$ cat config.mk
export PLATFORM = sky130hd
export DESIGN_NAME = tilt_facedown_orientation_tracker
export DESIGN_NICKNAME = d
export VERILOG_FILES = /design/src/hw/rtl/tft_pkg.sv /design/src/hw/rtl/tft_cfg.sv /design/src/hw/rtl/tft_axis.sv /design/src/hw/rtl/tilt_facedown_orientation_tracker.sv
export VERILOG_INCLUDE_DIRS = /design/src /design/src/hw/rtl
export SDC_FILE = /design/constraint.sdc
export NUM_CORES = 2
export LEC_CHECK = 0
export ABC_AREA = 1
export BUFFER_PORTS_ARGS = -buffer_cell sky130_fd_sc_hd__buf_2
export CELL_PAD_IN_SITES_DETAIL_PLACEMENT = 1
export CELL_PAD_IN_SITES_GLOBAL_PLACEMENT = 2
export CORE_MARGIN = 5
export CORE_UTILIZATION = 40
export CTS_CLUSTER_DIAMETER = 50
export DETAILED_ROUTE_END_ITERATION = 8
export PLACE_DENSITY = 0.86
export SLEW_MARGIN = 20
export SYNTH_ARGS = -nofsm -noshare
export SYNTH_HDL_FRONTEND = slang
export SYNTH_SLANG_ARGS = --single-unit
$ cat constraint.sdc
create_clock -name clk_i -period 34 [get_ports clk_i]
set_input_delay 10.2 -clock clk_i [delete_from_list [all_inputs] [get_ports clk_i]]
set_output_delay 10.2 -clock clk_i [all_outputs]
set_load 0.02 [all_outputs]
$ cat src/hw/rtl/assert_macros.svh
// assertion macros for the rtl files
`ifndef ASSERT_MACROS_SVH
`define ASSERT_MACROS_SVH
`ifndef SYNTHESIS
// property must hold at every rising clock edge outside reset
`define ASSERT_CHK(lbl, clk, rstn, prop) \
  lbl: assert property (@(posedge clk) disable iff (!rstn) prop) \
    else $error("assertion failed");
// boolean condition must never be seen outside reset
`define ASSERT_NOT(lbl, clk, rstn, cond) \
  lbl: assert property (@(posedge clk) disable iff (!rstn) !(cond)) \
    else $error("forbidden condition seen");
`else
`define ASSERT_CHK(lbl, clk, rstn, prop)
`define ASSERT_NOT(lbl, clk, rstn, cond)
`endif
`endif

$ cat src/hw/rtl/tft_pkg.sv
// types, constants and helpers of the tilt and face-down tracker
`timescale 1ns / 1ps
package tft_pkg;

  localparam int ACCEL_W    = 12;
  localparam int MG_W       = 11;
  localparam int PCT_W      = 7;
  localparam int CFG_IDX_W  = 3;
  localparam int CFG_DATA_W = 11;
  localparam int PCT_MAX    = 100;

  typedef logic signed [ACCEL_W-1:0] accel_t;

  localparam accel_t ACCEL_MIN = 12'sh800;
  localparam accel_t ACCEL_MAX = 12'sh7ff;

  localparam logic [MG_W-1:0] FACE_ENTER_RST = 11'd800;
  localparam logic [MG_W-1:0] FACE_EXIT_RST  = 11'd600;

  typedef enum logic [CFG_IDX_W-1:0] {
    CFG_FLIP_EN    = 3'd0,
    CFG_SMOOTH_PCT = 3'd1,
    CFG_FACE_ENTER = 3'd2,
    CFG_FACE_EXIT  = 3'd3,
    CFG_FACE_ZNEG  = 3'd4,
    CFG_NEG_X      = 3'd5,
    CFG_NEG_Y      = 3'd6
  } cfg_idx_e;

  typedef struct packed {
    logic   int_pending;
    logic   src_active;
    logic   src_x_high;
    logic   src_x_low;
    logic   sample_valid;
    accel_t accel_x;
    accel_t accel_y;
    accel_t accel_z;
    logic   consume_motion;
  } in_t;

  typedef struct packed {
    accel_t tilt_x;
    accel_t tilt_y;
    accel_t last_z;
    logic   face_down;
    logic   orientation;
    logic   orientation_changed;
    logic   motion_event;
    logic   have_tilt;
  } out_t;

  typedef struct packed {
    logic            flip_en;
    logic [MG_W-1:0] face_enter;
    logic [MG_W-1:0] face_exit;
    logic            face_zneg;
    logic            neg_x;
    logic            neg_y;
  } cfg_t;

  // negate with the most negative code clipped to full scale
  function automatic accel_t neg_sat(accel_t v);
    accel_t r;
    if (v == ACCEL_MIN) begin
      r = ACCEL_MAX;
    end else begin
      r = -v;
    end
    return r;
  endfunction

endpackage

$ cat src/hw/rtl/tft_cfg.sv
// configuration registers and smoothing coefficient lookup
`timescale 1ns / 1ps
module tft_cfg #(
  parameter int FRAC_BITS = 8
) (
  input  logic                              clk_i,
  input  logic                              rst_ni,
  input  logic                              cfg_we_i,
  input  logic [tft_pkg::CFG_IDX_W-1:0]     cfg_idx_i,
  input  logic [tft_pkg::CFG_DATA_W-1:0]    cfg_wdata_i,
  output tft_pkg::cfg_t                     cfg_o,
  output logic [tft_pkg::ACCEL_W+FRAC_BITS+7:0] coef_o,
  output logic                              flip_off_o
);
  import tft_pkg::*;

  localparam int ACC_W      = ACCEL_W + FRAC_BITS;
  localparam int COEF_SHIFT = ACC_W + 7;
  localparam int COEF_W     = COEF_SHIFT + 1;
  localparam int TBL_N      = 1 << PCT_W;
  localparam int TBL_BITS   = TBL_N * COEF_W;

  // ceil(min(p,100) * 2^shift / 100) for every 7-bit percent code
  function automatic logic [TBL_BITS-1:0] coef_table();
    logic [TBL_BITS-1:0] tbl;
    logic [63:0]         num;
    int                  p;
    tbl = '0;
    for (p = 0; p < TBL_N; p++) begin
      num = 64'((p > PCT_MAX) ? PCT_MAX : p) << COEF_SHIFT;
      num = (num + 64'(PCT_MAX - 1)) / 64'(PCT_MAX);
      tbl[p*COEF_W +: COEF_W] = num[COEF_W-1:0];
    end
    return tbl;
  endfunction

  localparam logic [TBL_BITS-1:0] COEF_TBL = coef_table();
  localparam logic [COEF_W-1:0]   COEF_RST = COEF_W'(1) << COEF_SHIFT;

  cfg_t              cfg_q;
  logic [COEF_W-1:0] coef_q;
  logic [PCT_W-1:0]  pct;

  assign pct = cfg_wdata_i[PCT_W-1:0];

  always_ff @(posedge clk_i or negedge rst_ni) begin
    if (!rst_ni) begin
      cfg_q.flip_en    <= 1'b0;
      cfg_q.face_enter <= FACE_ENTER_RST;
      cfg_q.face_exit  <= FACE_EXIT_RST;
      cfg_q.face_zneg  <= 1'b0;
      cfg_q.neg_x      <= 1'b0;
      cfg_q.neg_y      <= 1'b0;
      coef_q           <= COEF_RST;
    end else if (cfg_we_i) begin
      case (cfg_idx_e'(cfg_idx_i))
        CFG_FLIP_EN:    cfg_q.flip_en    <= cfg_wdata_i[0];
        CFG_SMOOTH_PCT: coef_q           <= COEF_TBL[pct*COEF_W +: COEF_W];
        CFG_FACE_ENTER: cfg_q.face_enter <= cfg_wdata_i[MG_W-1:0];
        CFG_FACE_EXIT:  cfg_q.face_exit  <= cfg_wdata_i[MG_W-1:0];
        CFG_FACE_ZNEG:  cfg_q.face_zneg  <= cfg_wdata_i[0];
        CFG_NEG_X:      cfg_q.neg_x      <= cfg_wdata_i[0];
        CFG_NEG_Y:      cfg_q.neg_y      <= cfg_wdata_i[0];
        default: ;
      endcase
    end
  end

  assign cfg_o      = cfg_q;
  assign coef_o     = coef_q;
  // clearing flip enable forces the orientation back to upright
  assign flip_off_o = cfg_we_i && (cfg_idx_e'(cfg_idx_i) == CFG_FLIP_EN) && !cfg_wdata_i[0];

endmodule

$ cat src/hw/rtl/tft_axis.sv
// one tilt axis: exponential smoothing step and milli-g conversion
`timescale 1ns / 1ps
module tft_axis #(
  parameter int FRAC_BITS = 8
) (
  input  logic signed [tft_pkg::ACCEL_W+FRAC_BITS-1:0] acc_i,
  input  tft_pkg::accel_t                              sample_i,
  input  logic                                         upd_i,
  input  logic                                         seeded_i,
  input  logic [tft_pkg::ACCEL_W+FRAC_BITS+7:0]        coef_i,
  output logic signed [tft_pkg::ACCEL_W+FRAC_BITS-1:0] acc_o,
  output tft_pkg::accel_t                              tilt_o
);
  import tft_pkg::*;

  localparam int ACC_W      = ACCEL_W + FRAC_BITS;
  localparam int MAG_W      = ACC_W + 1;
  localparam int COEF_SHIFT = ACC_W + 7;
  localparam int COEF_W     = COEF_SHIFT + 1;
  localparam int PROD_W     = MAG_W + COEF_W;

  logic signed [ACC_W-1:0] target;
  logic signed [MAG_W-1:0] diff;
  logic        [MAG_W-1:0] mag;
  logic        [PROD_W-1:0] prod;
  logic        [MAG_W-1:0] quot;
  logic signed [MAG_W-1:0] step;
  logic signed [MAG_W-1:0] sum;
  logic signed [ACC_W-1:0] acc_new;
  logic                    rnd;

  assign target = $signed({sample_i, {FRAC_BITS{1'b0}}});
  assign diff   = $signed({target[ACC_W-1], target}) - $signed({acc_i[ACC_W-1], acc_i});
  assign mag    = diff[MAG_W-1] ? MAG_W'(-diff) : MAG_W'(diff);

  // pct*|d|/100 as |d| times a scaled reciprocal, exact for all |d| in range
  assign prod = PROD_W'(mag) * PROD_W'(coef_i);
  assign quot = prod[COEF_SHIFT +: MAG_W];
  assign step = diff[MAG_W-1] ? -$signed(quot) : $signed(quot);
  assign sum  = $signed({acc_i[ACC_W-1], acc_i}) + step;

  assign acc_new = seeded_i ? sum[ACC_W-1:0] : target;
  assign acc_o   = upd_i ? acc_new : acc_i;

  // shift toward zero: bump negative values that drop fraction bits
  assign rnd    = acc_o[ACC_W-1] && (|acc_o[FRAC_BITS-1:0]);
  assign tilt_o = $signed(acc_o[ACC_W-1:FRAC_BITS]) + $signed({{(ACCEL_W-1){1'b0}}, rnd});

endmodule

$ cat src/hw/rtl/tilt_facedown_orientation_tracker.sv
// Tilt, face-down and orientation tracker. Every item on the input channel
// yields exactly one result beat. An item enters an input register, its
// whole update (event handling, face-down hysteresis, one multiply per tilt
// axis for the smoothing step) is computed from that register, and the
// result lands in an output register when the output side can take it, so
// one item is taken every cycle when the output side does not stall. The
// tracker state is written in the same cycle as the result register, which
// is what lets back-to-back items see each other's updates. Configuration
// writes take effect on the next cycle.
`timescale 1ns / 1ps
`include "assert_macros.svh"
module tilt_facedown_orientation_tracker #(
  parameter int FRAC_BITS = 8
) (
  input  logic                           clk_i,
  input  logic                           rst_ni,
  input  logic                           in_valid_i,
  output logic                           in_stall_o,
  input  tft_pkg::in_t                   in_data_i,
  output logic                           out_valid_o,
  input  logic                           out_stall_i,
  output tft_pkg::out_t                  out_data_o,
  input  logic                           cfg_we_i,
  input  logic [tft_pkg::CFG_IDX_W-1:0]  cfg_idx_i,
  input  logic [tft_pkg::CFG_DATA_W-1:0] cfg_wdata_i
);
  import tft_pkg::*;

  localparam int ACC_W  = ACCEL_W + FRAC_BITS;
  localparam int COEF_W = ACC_W + 8;

  cfg_t              cfg;
  logic [COEF_W-1:0] coef;
  logic              flip_off;

  tft_cfg #(
    .FRAC_BITS (FRAC_BITS)
  ) u_cfg (
    .clk_i       (clk_i),
    .rst_ni      (rst_ni),
    .cfg_we_i    (cfg_we_i),
    .cfg_idx_i   (cfg_idx_i),
    .cfg_wdata_i (cfg_wdata_i),
    .cfg_o       (cfg),
    .coef_o      (coef),
    .flip_off_o  (flip_off)
  );

  // input register
  in_t  in_q;
  logic in_vld_q, in_vld_d;
  logic in_acc;
  logic adv;

  // result register
  out_t out_q, out_d;
  logic out_vld_q, out_vld_d;

  // tracker state
  logic signed [ACC_W-1:0] tx_acc_q, tx_acc_d;
  logic signed [ACC_W-1:0] ty_acc_q, ty_acc_d;
  accel_t                  z_q, z_d;
  logic                    seeded_q, seeded_d;
  logic                    face_q, face_d;
  logic                    orient_q, orient_d;
  logic                    motion_q, motion_d;

  assign adv        = in_vld_q && (!out_vld_q || !out_stall_i);
  assign in_stall_o = in_vld_q && !adv;
  assign in_acc     = in_valid_i && !in_stall_o;
  assign in_vld_d   = in_acc || (in_vld_q && !adv);
  assign out_vld_d  = adv || (out_vld_q && out_stall_i);

  // interrupt event
  logic ev, flip_hit, orient_tgt, chg, motion_rep;

  assign ev         = in_q.int_pending && in_q.src_active;
  assign flip_hit   = ev && cfg.flip_en && (in_q.src_x_high || in_q.src_x_low);
  assign orient_tgt = !in_q.src_x_high;
  assign chg        = flip_hit && (orient_tgt != orient_q);
  assign orient_d   = flip_hit ? orient_tgt : orient_q;
  assign motion_rep = motion_q || ev;
  assign motion_d   = in_q.consume_motion ? 1'b0 : motion_rep;

  // face-down hysteresis on z
  logic signed [ACCEL_W:0] rz, enter_th, exit_th;
  logic                    enter_hit, exit_hit;

  assign rz       = {in_q.accel_z[ACCEL_W-1], in_q.accel_z};
  assign enter_th = $signed({2'b00, cfg.face_enter});
  assign exit_th  = $signed({2'b00, cfg.face_exit});
  assign enter_hit = cfg.face_zneg ? (rz < -enter_th) : (rz > enter_th);
  assign exit_hit  = cfg.face_zneg ? (rz > -exit_th) : (rz < exit_th);

  assign face_d   = in_q.sample_valid ? (face_q ? !exit_hit : enter_hit) : face_q;
  assign z_d      = in_q.sample_valid ? in_q.accel_z : z_q;
  assign seeded_d = seeded_q || in_q.sample_valid;

  // x and y swap on the way into tilt
  accel_t sx, sy, tilt_x, tilt_y;

  assign sx = cfg.neg_x ? neg_sat(in_q.accel_x) : in_q.accel_x;
  assign sy = cfg.neg_y ? neg_sat(in_q.accel_y) : in_q.accel_y;

  tft_axis #(
    .FRAC_BITS (FRAC_BITS)
  ) u_axis_x (
    .acc_i    (tx_acc_q),
    .sample_i (sy),
    .upd_i    (in_q.sample_valid),
    .seeded_i (seeded_q),
    .coef_i   (coef),
    .acc_o    (tx_acc_d),
    .tilt_o   (tilt_x)
  );

  tft_axis #(
    .FRAC_BITS (FRAC_BITS)
  ) u_axis_y (
    .acc_i    (ty_acc_q),
    .sample_i (sx),
    .upd_i    (in_q.sample_valid),
    .seeded_i (seeded_q),
    .coef_i   (coef),
    .acc_o    (ty_acc_d),
    .tilt_o   (tilt_y)
  );

  always_comb begin
    out_d.tilt_x              = tilt_x;
    out_d.tilt_y              = tilt_y;
    out_d.last_z              = z_d;
    out_d.face_down           = face_d;
    out_d.orientation         = orient_d;
    out_d.orientation_changed = chg;
    out_d.motion_event        = motion_rep;
    out_d.have_tilt           = seeded_d;
  end

  always_ff @(posedge clk_i or negedge rst_ni) begin
    if (!rst_ni) begin
      in_vld_q  <= 1'b0;
      out_vld_q <= 1'b0;
      tx_acc_q  <= '0;
      ty_acc_q  <= '0;
      z_q       <= '0;
      seeded_q  <= 1'b0;
      face_q    <= 1'b0;
      orient_q  <= 1'b0;
      motion_q  <= 1'b0;
    end else begin
      in_vld_q  <= in_vld_d;
      out_vld_q <= out_vld_d;
      if (adv) begin
        tx_acc_q <= tx_acc_d;
        ty_acc_q <= ty_acc_d;
        z_q      <= z_d;
        seeded_q <= seeded_d;
        face_q   <= face_d;
        motion_q <= motion_d;
      end
      if (flip_off) begin
        orient_q <= 1'b0;
      end else if (adv) begin
        orient_q <= orient_d;
      end
    end
  end

  always_ff @(posedge clk_i) begin
    if (in_acc) begin
      in_q <= in_data_i;
    end
    if (adv) begin
      out_q <= out_d;
    end
  end

  assign out_valid_o = out_vld_q;
  assign out_data_o  = out_q;

  logic out_tilt_nz;

  assign out_tilt_nz = |{out_q.tilt_x, out_q.tilt_y};

  `ASSERT_CHK(a_seed_sticky, clk_i, rst_ni, seeded_q |=> seeded_q)
  `ASSERT_CHK(a_in_hold, clk_i, rst_ni, in_stall_o |=> in_vld_q && $stable(in_q))
  `ASSERT_CHK(a_adv_result, clk_i, rst_ni, adv |=> out_vld_q)
  `ASSERT_NOT(a_unseeded_tilt, clk_i, rst_ni, out_vld_q && !out_q.have_tilt && out_tilt_nz)

endmodule

== Word-level counts from Yosys, hierarchy flattened ==
Cells that the tools add are included.
Word-level totals
  register bits: 195
  input bits: 61
  output and inout port bits: 43
  logic and storage cells: 121
Operators by class
  $add $sub $neg: 14
  multiply operators: 3
  order comparisons: 4
  eq/ne operators: 9
  shift operators: 1
  multiplexer cells: 21
  reduce and logical (&&, ||, !) cells: 36
Operators by type and width (count)
  3584-bit by 13-bit variable part select with 28-bit output, first input constant: 1
  20-bit 2-to-1 mux: 6
  21-bit by 28-bit multiplier with 47-bit output: 2
  12-bit 2-to-1 mux: 5
  21-bit 2-to-1 mux: 2
  21-bit negator: 2
  20-bit by 20-bit subtractor with 21-bit output: 2
  20-bit adder: 2
  20-bit negator: 2
  11-bit negator with 13-bit output: 2
  12-bit by 2-bit adder with 12-bit output: 2
  12-bit equality test, second input constant: 2
  12-bit negator: 2
  8-bit OR reduction: 2
  2-bit AND reduction: 7
  12-bit by 13-bit > comparator with 1-bit output: 1
  12-bit by 13-bit less-than comparator with 1-bit output: 1
  12-bit > comparator: 1
  1-bit logical AND: 12
  12-bit less-than comparator: 1
  7-bit by 3-bit multiplier with 10-bit output, second input constant: 1
  3-bit equality test, second input constant: 3
  1-bit 2-to-1 mux: 8
  1-bit logical NOT: 7
  other kinds (6): 12

== Logic depth before layout (Yosys ltp) ==
  depth in word-level cells: 15
  depth in mapped cells: 97
  mapped depth without buffers: 95

== Modules after synthesis ==
Synthesis repeated with hierarchy kept, for this count alone.
Second synthesis, totals
  cells, all modules: 7421
  area, all modules: 55607.1 um^2
Modules (own cells, without submodules)
  tft_axis (u_axis_x): times used 1, cells each 2993, area each 22074.9 um^2
  tft_axis (u_axis_y): times used 1, cells each 2975, area each 21984.8 um^2
  tilt_facedown_orientation_tracker: times used 1, cells each 747, area each 7101.8 um^2
  tft_cfg: times used 1, cells each 706, area each 4445.5 um^2

== Least setup slack after synthesis ==
OpenSTA, ideal clock, no wires.
  path type: input to output
  from: input out_stall_i
  to: output in_stall_o
  data arrival time: 10592 ps
  required time: 23800 ps
  path slack: 13208 ps
  stages: 2
  cells stage by stage: nand2_1 -> nor2_1
Between the ends
  longest elaborated chain between the ends: 5
RTL lines
  from (decl): line tilt_facedown_orientation_tracker.sv:21  | input logic out_stall_i,
  1-bit logical NOT: line tilt_facedown_orientation_tracker.sv:68  | assign adv = in_vld_q && (!out_vld_q || !out_stall_i);
  1-bit logical OR: line tilt_facedown_orientation_tracker.sv:68
  1-bit logical AND: line tilt_facedown_orientation_tracker.sv:68
  1-bit logical NOT: line tilt_facedown_orientation_tracker.sv:69  | assign in_stall_o = in_vld_q && !adv;
  1-bit logical AND: line tilt_facedown_orientation_tracker.sv:69
  to (decl): line tilt_facedown_orientation_tracker.sv:18  | output logic in_stall_o,
Every way passes these cells.

== Worst setup path after layout ==
Ends and elaborated chain as after synthesis.

==> flow_summary.json <==
{
  "ant_nets": 0,
  "fin_tns_setup_ps": 0,
  "setup_viol": 0,
  "clockBufferDepth": 2,
  "yosys.area_share.simple": 0.205,
  "dp_hpwl_mm": 156,
  "synth_compound_area_frac": 0.0818,
  "synth-xor-area-share": 0.0246,
  "setup.worst_path.start_class": "primary input",
  "post_cts_buffers": 0,
  "synth_nets": 8659,
  "yosys.area_share.adder": 0.458,
  "synth_mux_area_frac": 0,
  "cts_root_buffer": "clkbuf_16",
  "hp-class": "register to register",
  "grt_overflow": 0,
  "fmax_ghz": 0.0479,
  "hold_buffers": 0,
  "grt_usage": 0.271,
  "synth_cell_types": 76,
  "start_util": 0.402,
  "worstPathArrival_ps": 10670,
  "status": "completed",
  "io_buffers": 103,
  "antenna_found_initial": 8,
  "design.portCount": 104,
  "core_area_um2": 135000,
  "first_iter_violations": 2718,
  "area_growth_pct": 5.54,
  "hold_violations": 0,
  "crit_required_ps": 23800,
  "cap_violations": 0,
  "synth_common_cells": "nand2_1 (1608), inv_1 (1599), fa_1 (980)",
  "place.gp.congestion": 0.911,
  "cts_tree": "yes",
  "drive_gt1_frac": 0.0506,
  "grt_start_max_net_pins": 76,
  "synth_top_area_share": 0.360,
  "clk_latency_ps": 500,
  "dieHeight_um": 379,
  "htreeDepth": 4,
  "yosysWarnings": 0,
  "whs_ps": 423,
  "drc": 0,
  "layout_setup_ws_ps": 13130,
  "viasPerCell": 5.32,
  "synth_seq_cells": 194,
  "synth_most_common_cell": "nand2_1",
  "synth_ff_type": "dfrtp_1",
  "maxSlewHeadroom": 0.245,
  "synth_cells": 7194,
  "grt_pass1_vias": 52300,
  "numClockSinks": 194,
  "dr.pass1.iters": 5,
  "synth_top_cell_by_area": "fa_1",
  "worstMarginPinSlew_ps": 1130,
  "cts.repair.resized": 0,
  "clkSlewWorstSetupHoldPaths_ps": 90,
  "skew_ps": 18.2,
  "vias": 47400,
  "r2r_setup_slack_ps": 17220,
  "worst_setup_path_end_kind": "primary output",
  "dp_slack_ps": 13120,
  "synth.area.top_cells": "fa_1 (36%), nand2_1 (11%), inv_1 (11%), ha_1 (9.7%), nor2_1 (5.0%)",
  "cp_max_fo": 4,
  "fin_crit_ps": 20870,
  "rows": 135,
  "synth_area_um2": 54500,
  "ys_seq_area_frac": 0.0970,
  "numCtsBuffers": 17,
  "post-route-period-util": 0.614,
  "die_area_um2": 144000,
  "synth_top_family_by_area": "adder cells",
  "syn_avg_cell_area_um2": 7.57,
  "synth_edf_count": 83,
  "fin_util": 0.424,
  "synthArstFlopShare": 0.572,
  "crit_type": "primary input to primary output",
  "dieWidth_um": 379,
  "final_nets": 8587,
  "grt_setup_unrepaired": "false",
  "maxSlewViolCount": 0,
  "wl_mm": 191,
  "wire_per_inst_um": 21.5,
  "grt_pass1_wl_mm": 301
}
## registers in the layout, indices dropped and copies added, names as in the netlist, 12 cells and up
signal and flops:
in_q 42, out_data_o 41, tx_acc_q 20, ty_acc_q 20, u_cfg.cfg_o 26, u_cfg.coef_o 27, z_q 12
## kinds of logic (layout without fill, tap and decap cells)
family,count (synthesis),count (layout)
xor+xnor,145,145
compound gates,780,780
simple gates,2738,2738
flops,194,194
fa+ha+maj,1404,1404
buf+inv,1933,1874
other cells,0,4
## layout by cell type, fill, tap and decap left out, types with 83 or more instances in the layout
cell	Yosys	layout
xor2_1	97	92
inv_1	1599	1598
nor2_1	720	718
o21ai_0	284	282
nand3_1	183	183
dfrtp_1	103	102
ha_1	424	424
buf_2	4	102
a21oi_1	255	255
fa_1	980	980
nand2_1	1608	1607
edfxtp_1	83	83
## layout make-up
| class | count | area, µm² |
|---|---|---|
| repair buffers | 182 | 1130 |
| clock inverters | 15 | 223 |
| fillers | 16900 | 78000 |
| diodes | 4 | 10.0 |
| well taps | 1781 | 2230 |
| inverters | 1660 | 6230 |
| flip-flops and latches | 194 | 5280 |
| clock buffers | 17 | 425 |
| multi-input cells | 5067 | 41900 |
## worst paths after layout
path | start | to | cells after the start
setup / recovery | out_stall_i | in_stall_o | 4
hold / removal | in_q[0]$_DFFE_PP_ | motion_q$_DFFE_PN0P_ | 1
setup reg to reg | in_q[13]$_DFFE_PP_ | out_data_o[39]$_DFFE_PP_ | 88
hold reg to reg | in_q[0]$_DFFE_PP_ | motion_q$_DFFE_PN0P_ | 1
max in group asynchronous | rst_ni | ty_acc_q[9]$_DFFE_PN0P_ | 2
min in group asynchronous | rst_ni | tx_acc_q[17]$_DFFE_PN0P_ | 1
## per-layer routing
layer	wire (µm)	GRT usage
met1	83700	0.365
met3	9790	0.0298
met2	91800	0.467
met4	6150	0.0752
met5	13	0
## worst max-delay path: stages
cell	delay [ps]
buf_2	80
nand2_1	100
nor2_1	120
buf_2	180
## per-stage QoR
step | cells | area (µm²)
2_1_floorplan | 7194 | 54500
3_3_place_gp | 8883 | 56800
3_5_place_dp | 8883 | 56800
4_1_cts | 8915 | 57400
5_1_grt | 8918 | 57500
6_report | 8920 | 57500
Power is left out: the tool's default activity adds up to more than one toggle a clock period on the data nets, which glitch-free logic cannot reach.
